**src/ngll_pkg.sv**
```systemverilog
package ngll_pkg;

  // Parse phase of the current buffer.
  typedef enum logic [1:0] {
    PH_SEARCH = 2'd0,
    PH_FIELDS = 2'd1,
    PH_DONE   = 2'd2,
    PH_STOP   = 2'd3
  } phase_t;

  // Result status codes.
  typedef enum logic [1:0] {
    ST_OK         = 2'd0,
    ST_NO_HEADER  = 2'd1,
    ST_FEW_FIELDS = 2'd2
  } status_t;

  // Field widths of one result.
  localparam int INT_W   = 20;
  localparam int FRAC_W  = 27;
  localparam int CHARS_W = 4;
  localparam int TDATA_W = 160;

  // Digit limits and field length limit.
  localparam int INT_DIGITS      = 6;
  localparam int FRAC_DIGITS     = 8;
  localparam int MAX_FIELD_CHARS = 15;
  localparam int FLEN_W          = $clog2(MAX_FIELD_CHARS + 1);

  // Header and separator characters.
  localparam int         HDR_LEN   = 6;
  localparam logic [7:0] CH_COMMA  = 8'h2C;
  localparam logic [7:0] CH_POINT  = 8'h2E;
  localparam logic [7:0] CH_DOLLAR = 8'h24;
  localparam logic [7:0] CH_A      = 8'h41;
  localparam logic [7:0] CH_ZERO   = 8'h30;
  localparam logic [7:0] CH_NINE   = 8'h39;
  localparam logic [7:0] CH_NUL    = 8'h00;

  // Comma count at which the sentence is complete, and the fix field number.
  localparam logic [2:0] COMMAS_DONE = 3'd7;
  localparam logic [2:0] FIX_FIELD   = 3'd6;
  localparam logic [2:0] LAST_SAVED  = 3'd5;

  localparam logic [CHARS_W-1:0] CHARS_MAX = '1;

  function automatic logic [63:0] pow_ten(input int n);
    logic [63:0] v;
    v = 64'd1;
    for (int i = 0; i < n; i++) begin
      v = v * 64'd10;
    end
    return v;
  endfunction

  localparam logic [INT_W-1:0]  INT_MAX  = INT_W'(pow_ten(INT_DIGITS) - 64'd1);
  localparam logic [FRAC_W-1:0] FRAC_MAX = FRAC_W'(pow_ten(FRAC_DIGITS) - 64'd1);

  // Expected header character at a match position ("$GNGLL").
  function automatic logic [7:0] hdr_char(input logic [2:0] pos);
    logic [7:0] c;
    unique case (pos)
      3'd0:    c = CH_DOLLAR;
      3'd1:    c = 8'h47;
      3'd2:    c = 8'h4E;
      3'd3:    c = 8'h47;
      3'd4:    c = 8'h4C;
      3'd5:    c = 8'h4C;
      default: c = CH_NUL;
    endcase
    return c;
  endfunction

endpackage

```
**src/nmea_gll_sentence_parser_unit.sv**
```systemverilog
// Channel  Direction  Transaction contents
// in_      slave      tdata: char_in (one buffer byte); tlast: last_byte
// out_     master     tuser: status; tdata: lat, lon, utc fields and fix_valid
//
// One byte is taken per cycle unless a stalled result holds it; a byte passes an
// input register, then the parse logic, and its result lands in the output register.
// The parse state (header match, comma count, field accumulators) updates once per byte.
// rst_n is synchronous and active low; all parse state also clears after a tlast byte.
// A stalled result holds the pipeline; the input register still fills while
// the output register waits, so in_tready falls only when both are occupied.
module nmea_gll_sentence_parser_unit (
  input  logic                        clk,
  input  logic                        rst_n,
  input  logic                        in_tvalid,
  output logic                        in_tready,
  input  logic [7:0]                  in_tdata,   // [7:0] char_in
  input  logic                        in_tlast,   // last_byte
  output logic                        out_tvalid,
  input  logic                        out_tready,
  // [19:0] lat_int, [46:20] lat_frac, [50:47] lat_frac_chars,
  // [70:51] lon_int, [97:71] lon_frac, [101:98] lon_frac_chars,
  // [121:102] utc_int, [148:122] utc_frac, [152:149] utc_frac_chars,
  // [153] fix_valid, [159:154] zero
  output logic [ngll_pkg::TDATA_W-1:0] out_tdata,
  output logic [1:0]                  out_tuser   // [1:0] status
);
  import ngll_pkg::*;

  // Input register.
  logic       s1_valid_r;
  logic [7:0] s1_char_r;
  logic       s1_last_r;
  logic       advance;

  // Parse state.
  phase_t              phase_r, phase_nxt;
  logic [2:0]          hdr_pos_r, hdr_pos_nxt;
  logic [2:0]          comma_cnt_r, comma_cnt_nxt;
  logic [INT_W-1:0]    int_acc_r, int_acc_nxt;
  logic [FRAC_W-1:0]   frac_acc_r, frac_acc_nxt;
  logic [CHARS_W-1:0]  frac_chars_r, frac_chars_nxt;
  logic                pt_seen_r, pt_seen_nxt;
  logic                stop_r, stop_nxt;
  logic [FLEN_W-1:0]   flen_r, flen_nxt;
  logic                fix_r, fix_nxt;

  // Saved latitude, longitude and UTC fields.
  logic [INT_W-1:0]    sav_int_r   [3];
  logic [FRAC_W-1:0]   sav_frac_r  [3];
  logic [CHARS_W-1:0]  sav_chars_r [3];
  logic                sav_we;
  logic [1:0]          sav_idx;

  // Output register.
  logic                out_valid_r;
  logic [TDATA_W-1:0]  out_data_r;
  status_t             out_status_r;
  logic                emit;
  status_t             emit_status;
  logic [TDATA_W-1:0]  emit_data;

  // Digit arithmetic.
  logic                is_digit;
  logic [3:0]          digit;
  logic [INT_W+3:0]    int_mac;
  logic [FRAC_W+3:0]   frac_mac;
  logic [INT_W-1:0]    int_sat;
  logic [FRAC_W-1:0]   frac_sat;

  assign advance   = s1_valid_r && (!out_valid_r || out_tready);
  assign in_tready = !s1_valid_r || advance;

  assign is_digit = (s1_char_r >= CH_ZERO) && (s1_char_r <= CH_NINE);
  assign digit    = 4'(s1_char_r - CH_ZERO);
  assign int_mac  = (INT_W+4)'(int_acc_r) * (INT_W+4)'(10) + (INT_W+4)'(digit);
  assign frac_mac = (FRAC_W+4)'(frac_acc_r) * (FRAC_W+4)'(10) + (FRAC_W+4)'(digit);
  assign int_sat  = (int_mac > (INT_W+4)'(INT_MAX)) ? INT_MAX : int_mac[INT_W-1:0];
  assign frac_sat = (frac_mac > (FRAC_W+4)'(FRAC_MAX)) ? FRAC_MAX : frac_mac[FRAC_W-1:0];

  // Slot of the field that a comma closes: fields 1, 3 and 5 are kept.
  assign sav_idx = comma_cnt_r[2:1];

  // Next parse state and result for the byte in the input register.
  always_comb begin
    phase_nxt      = phase_r;
    hdr_pos_nxt    = hdr_pos_r;
    comma_cnt_nxt  = comma_cnt_r;
    int_acc_nxt    = int_acc_r;
    frac_acc_nxt   = frac_acc_r;
    frac_chars_nxt = frac_chars_r;
    pt_seen_nxt    = pt_seen_r;
    stop_nxt       = stop_r;
    flen_nxt       = flen_r;
    fix_nxt        = fix_r;
    sav_we         = 1'b0;
    emit           = 1'b0;
    emit_status    = ST_OK;
    emit_data      = '0;

    unique case (phase_r)
      PH_SEARCH: begin
        if (s1_char_r == CH_NUL) begin
          phase_nxt = PH_STOP;
        end else begin
          if (s1_char_r == hdr_char(hdr_pos_r)) begin
            hdr_pos_nxt = hdr_pos_r + 3'd1;
          end else if (s1_char_r == CH_DOLLAR) begin
            hdr_pos_nxt = 3'd1;
          end else begin
            hdr_pos_nxt = 3'd0;
          end
          if (hdr_pos_nxt == 3'(HDR_LEN)) begin
            phase_nxt      = PH_FIELDS;
            comma_cnt_nxt  = 3'd0;
            int_acc_nxt    = '0;
            frac_acc_nxt   = '0;
            frac_chars_nxt = '0;
            pt_seen_nxt    = 1'b0;
            stop_nxt       = 1'b0;
            flen_nxt       = '0;
          end
        end
      end
      PH_FIELDS: begin
        if (s1_char_r == CH_NUL) begin
          phase_nxt = PH_STOP;
        end else if (s1_char_r == CH_COMMA) begin
          // Close the current field; keep latitude, longitude and UTC.
          sav_we         = comma_cnt_r[0] && (comma_cnt_r <= LAST_SAVED);
          comma_cnt_nxt  = comma_cnt_r + 3'd1;
          int_acc_nxt    = '0;
          frac_acc_nxt   = '0;
          frac_chars_nxt = '0;
          pt_seen_nxt    = 1'b0;
          stop_nxt       = 1'b0;
          flen_nxt       = '0;
          if (comma_cnt_nxt == COMMAS_DONE) begin
            emit        = 1'b1;
            emit_status = ST_OK;
            emit_data   = {6'd0, fix_r,
                           sav_chars_r[2], sav_frac_r[2], sav_int_r[2],
                           sav_chars_r[1], sav_frac_r[1], sav_int_r[1],
                           sav_chars_r[0], sav_frac_r[0], sav_int_r[0]};
            phase_nxt   = PH_DONE;
          end
        end else if ((comma_cnt_r != 3'd0) && (flen_r < FLEN_W'(MAX_FIELD_CHARS))) begin
          flen_nxt = flen_r + 1'b1;
          if ((comma_cnt_r == FIX_FIELD) && (flen_r == '0)) begin
            fix_nxt = (s1_char_r == CH_A);
          end
          // Integer part up to the point, fraction after it.
          if (!pt_seen_r) begin
            if (s1_char_r == CH_POINT) begin
              pt_seen_nxt = 1'b1;
              stop_nxt    = 1'b0;
            end else if (!stop_r) begin
              if (is_digit) begin
                int_acc_nxt = int_sat;
              end else begin
                stop_nxt = 1'b1;
              end
            end
          end else begin
            if (frac_chars_r != CHARS_MAX) begin
              frac_chars_nxt = frac_chars_r + 1'b1;
            end
            if (!stop_r) begin
              if (is_digit) begin
                frac_acc_nxt = frac_sat;
              end else begin
                stop_nxt = 1'b1;
              end
            end
          end
        end
      end
      PH_DONE, PH_STOP: begin
      end
      default: begin
      end
    endcase

    // End of buffer: report a failure if no result went out, then start over.
    if (s1_last_r) begin
      if (phase_nxt != PH_DONE) begin
        emit        = 1'b1;
        emit_status = (hdr_pos_nxt == 3'(HDR_LEN)) ? ST_FEW_FIELDS : ST_NO_HEADER;
        emit_data   = '0;
      end
      phase_nxt      = PH_SEARCH;
      hdr_pos_nxt    = 3'd0;
      comma_cnt_nxt  = 3'd0;
      int_acc_nxt    = '0;
      frac_acc_nxt   = '0;
      frac_chars_nxt = '0;
      pt_seen_nxt    = 1'b0;
      stop_nxt       = 1'b0;
      flen_nxt       = '0;
      fix_nxt        = 1'b0;
    end
  end

  // Input register.
  always_ff @(posedge clk) begin
    if (!rst_n) begin
      s1_valid_r <= 1'b0;
    end else if (in_tready) begin
      s1_valid_r <= in_tvalid;
    end
    if (in_tready && in_tvalid) begin
      s1_char_r <= in_tdata;
      s1_last_r <= in_tlast;
    end
  end

  // Parse state registers.
  always_ff @(posedge clk) begin
    if (!rst_n) begin
      phase_r      <= PH_SEARCH;
      hdr_pos_r    <= 3'd0;
      comma_cnt_r  <= 3'd0;
      int_acc_r    <= '0;
      frac_acc_r   <= '0;
      frac_chars_r <= '0;
      pt_seen_r    <= 1'b0;
      stop_r       <= 1'b0;
      flen_r       <= '0;
      fix_r        <= 1'b0;
    end else if (advance) begin
      phase_r      <= phase_nxt;
      hdr_pos_r    <= hdr_pos_nxt;
      comma_cnt_r  <= comma_cnt_nxt;
      int_acc_r    <= int_acc_nxt;
      frac_acc_r   <= frac_acc_nxt;
      frac_chars_r <= frac_chars_nxt;
      pt_seen_r    <= pt_seen_nxt;
      stop_r       <= stop_nxt;
      flen_r       <= flen_nxt;
      fix_r        <= fix_nxt;
    end
  end

  // Saved field values, written when a kept field is closed.
  always_ff @(posedge clk) begin
    if (advance && sav_we) begin
      sav_int_r[sav_idx]   <= int_acc_r;
      sav_frac_r[sav_idx]  <= frac_acc_r;
      sav_chars_r[sav_idx] <= frac_chars_r;
    end
  end

  // Output register.
  always_ff @(posedge clk) begin
    if (!rst_n) begin
      out_valid_r <= 1'b0;
    end else if (advance) begin
      out_valid_r <= emit;
    end else if (out_tready) begin
      out_valid_r <= 1'b0;
    end
    if (advance && emit) begin
      out_data_r   <= emit_data;
      out_status_r <= emit_status;
    end
  end

  assign out_tvalid = out_valid_r;
  assign out_tdata  = out_data_r;
  assign out_tuser  = out_status_r;

endmodule
```
**config.mk**
```make
export PLATFORM = sky130hd
export DESIGN_NAME = nmea_gll_sentence_parser_unit
export DESIGN_NICKNAME = d
export VERILOG_FILES = /design/src/ngll_pkg.sv /design/src/nmea_gll_sentence_parser_unit.sv
export SDC_FILE = /design/constraint.sdc
export NUM_CORES = 1
export LEC_CHECK = 0
export BUFFER_PORTS_ARGS = -buffer_cell sky130_fd_sc_hd__buf_2
export CORE_ASPECT_RATIO = 0.8
export CORE_MARGIN = 2
export CORE_UTILIZATION = 58
export DETAILED_ROUTE_END_ITERATION = 7
export MAX_ROUTING_LAYER = met4
export PLACE_DENSITY = 0.78
export SLEW_MARGIN = 0
export SYNTH_ARGS = -nofsm -noshare
export SYNTH_HDL_FRONTEND = slang
export SYNTH_SLANG_ARGS = --single-unit
```
**constraint.sdc**
```tcl
create_clock -name clk -period 31.7 [get_ports clk]
set_clock_uncertainty 0.2 [all_clocks]
set_input_delay 4.755 -clock clk [delete_from_list [all_inputs] [get_ports clk]]
set_output_delay 4.755 -clock clk [all_outputs]
set_load 0.05 [all_outputs]
```
==> out/results.txt <==
Post-Route WL - 38,570 µm
Cell Chain, Critical Path - buf_2 > nor2b_1 > nand2_1 > buf_2
P_sw - 0.2288 mW
Crit-path max cell delay - 0.21 ns
Net count, final - 1,788
Worst-Skew Late Latency - 0.54 ns
1st-iter DRT viols - 837
Synthesis warning total - 0
Die extent in y - 163.4 µm
Final worst slack - 21.40 ns
Req. time, crit path - 26.75 ns
Share of cells above drive strength 1 - 15.80%
Critical setup path kind - in -> out
Setup violators final - 0
Grt ovf - 0
GRT Total Usage - 24.28%
Initial antenna violation count - 0
Metal1 wirelength - 17,230 µm
Reg power frac - 53.3%
Clock sink count - 386
Sw frac - 21.98%
Comb pwr share - 4.3%
Hpwl dp - 26,530 µm
DRC - 0
Largest net degree at the start of global routing - 145
Ys async rst share - 0%
CTS max path bufs - 3
Synth Cell Area - 18,420 µm²
LEAKAGE - 7.714 nW
Fin crit share - 32.48%
Seq cells post-synth - 386
Status - finished clean
Register area share after synthesis - 59.24%
Cts hold-fix bufs - 0
Buf+Inv Stages, Crit Path - 2
Slowest CP cell - buf_2
Max VDD drop - 0.04042 mV
Fmax achieved - 0.09712 GHz
Total setup buffers inserted after CTS - 0
Max layer used - met4
GP Congestion - 0.9066
I/O pins - 177
Predominant post-synthesis flop cell - edfxtp_1
Clock Power Share - 42.4%
Final Max Slew Viols - 0
CP Capture Type - output port
Slew headroom - 28.05%
Post-synth EDFFs - 318
Core footprint - 31,350 µm²
TNS Setup - 0 ns
Vias in the first global route - 11.70k
Final Hold Fails - 0
Antenna Cells - 0
Max H-tree Level - 2
Library cells used by synthesis - 83
Startpoint Class - input port
Initial core utilization - 58.74%
Unrepaired setup endpoints after global routing - no
Final core utilization - 66.65%
Crit-path leading delay family - buffers and inverters
Cts bufs inserted - 37
Die area - 33,200 µm²
DR WL/cell - 18.23 µm
First-pass GRT wire length - 61,890 µm
CTS tree - yes
Mapped Avg Cell Area - 12.22 µm²
Post-CTS Resized - 0
Pwr Density - 49.84 nW/µm²
Hold WC Path Type - reg -> reg
Crit-path max FO - 3
Internal cell power - 0.8125 mW
WL met3 - 2468 µm
Detail Route Antenna Nets - 0
First-pass DRT Iterations - 6
Die width - 203.2 µm
Area leader, netlist - edfxtp_1
Max Cap Viol - 0
Final Total Pwr - 1.041 mW
Area delta synth->final - 13.46%
CP dominant cell by count - buf_2
Vias - 12.45k
Port-buffer cells - 170
Cells after Synth - 1,507
Synth area leaders - edfxtp_1 (52%), dfxtp_1 (7.4%), ha_1 (7.0%)
Worst-Margin Slew - 1.079 ns
Tmin final - 10.30 ns
Top cell type's share of synthesized area - 51.85%
Cell Rows - 58
WL met2 - 17,890 µm
Placement Setup Slack - 21.41 ns
Avg Vias per Cell - 5.883
WP data arrival - 5.34 ns
Clock-pin slew on the worst setup and hold paths - 0.06 ns
Root Buffer - clkbuf_16
==> power groups by stage <==
stage,clock (mW),combinational (mW),sequential (mW)
CTS,0.451,0.0446,0.555
floorplan,0,0.00940,0.592
detailed placement,0,0.0445,0.566
finish,0.442,0.0444,0.555
global route,0.473,0.0463,0.555
global placement,0,0.0440,0.566
==> path summary, 6_finish.rpt <==
path | end | depth (start not counted) | slack, ns | start
worst min-delay path | fix_r$_SDFFE_PN0P_ | 2 | 0.31 | fix_r$_SDFFE_PN0P_
worst min register to register | fix_r$_SDFFE_PN0P_ | 2 | 0.31 | fix_r$_SDFFE_PN0P_
worst max register to register | frac_acc_r[23]$_SDFFE_PN0P_ | 14 | 25.78 | frac_acc_r[3]$_SDFFE_PN0P_
worst max-delay path | in_tready | 4 | 21.40 | out_tready
==> worst register-to-register path, stage by stage (launching register included) <==
cell and delay (ns):
dfxtp_1 0.50, ha_1 0.31, ha_1 0.25, fa_1 0.44, a211oi_2 0.35, o21a_1 0.34, a211oi_1 0.16, o31ai_1 0.56
xor2_1 0.31, nand4bb_1 0.46, or4_4 0.65, and4_1 0.23, o31ai_1 0.30, nand2_1 0.41, a311oi_1 0.36
==> logic make-up after synthesis <==
| group | Yosys count | synth area share, % |
|---|---|---|
| AO/OA/AOI/OAI | 289 | 10.88 |
| XOR/XNOR | 72 | 3.424 |
| adder cells (fa/ha/maj) | 107 | 7.433 |
| buffers and inverters | 99 | 2.276 |
| flip-flops | 386 | 59.24 |
| multiplexers | 9 | 0.5028 |
| other | 1 | 0.02036 |
| AND/OR/NAND/NOR | 544 | 16.22 |
==> layout make-up <==
cell class                      count  area, µm²
Clock buffer                       47       1046
Clock inverter                     20      207.7
Fill cell                        2321      10460
Inverter                           34      127.6
Multi-Input combinational cell   1027       7137
Sequential cell                   386      10910
Tap cell                          420      525.5
Timing Repair Buffer              182      940.9
==> layout by cell type, fill, tap and decap left out, types with 28 or more instances in the layout <==
cell	n
edfxtp_1	318
buf_2	170
and2_1	166
ha_1	103
nand2_1	91
nor2_1	77
a21oi_1	71
dfxtp_1	68
o21ai_0	47
xnor2_1	44
clkbuf_16	39
nor3_1	37
inv_1	34
nand3_1	30
xor2_1	28
==> metal layers <==
metal	global-route usage, %	vias to the layer above
met5	-	-
met4	7.266	0
met3	3.372	71
met2	37.73	449
met1	33.62	5969
li1	-	5960
==> stage by stage <==
| stage | cell area, µm² | cells | hold slack, ns |
|---|---|---|---|
| 2_1_floorplan | 18440 | 1512 | 0.2476 |
| 3_5_place_dp | 19640 | 2049 | 0.2858 |
| 3_3_place_gp | 19640 | 2049 | 0.2722 |
| 6_report | 20900 | 2116 | 0.3101 |
| 4_1_cts | 20900 | 2116 | 0.2958 |
| 5_1_grt | 20900 | 2116 | 0.3205 |
==> Yosys cell counts, types with 7 or more instances <==
cell type and instances:
nand3_1 30, nand2b_1 13, or3_1 14, nand4_1 27, o31ai_1 14, a211oi_1 8, inv_1 34, a21o_1 21
o21ai_0 47, and2_1 166, o21a_1 7, xnor2_1 44, a21oi_1 72, nor2b_1 12, a31oi_1 8, buf_2 17
nand2_1 91, o211ai_1 15, edfxtp_1 318, and3_1 10, nor3_1 41, clkbuf_1 41, ha_1 103, xor2_1 28
mux2i_1 7, nor2_1 77, or2_2 7, dfxtp_1 68, buf_4 7, a22oi_1 13, a22o_1 10, nor4_1 16
==> flip-flops by register name, indices dropped and copies added, names as in the netlist, 2 cells and up <==
register and cells:
sav_frac_r 81, sav_int_r 60, out_tdata 154, frac_acc_r 27, comma_cnt_r 3, flen_r 4, frac_chars_r 4, sav_chars_r 12
out_tuser 2, phase_r 2, s1_char_r 8, hdr_pos_r 3, int_acc_r 20
Power figures use the tool's default switching activity.
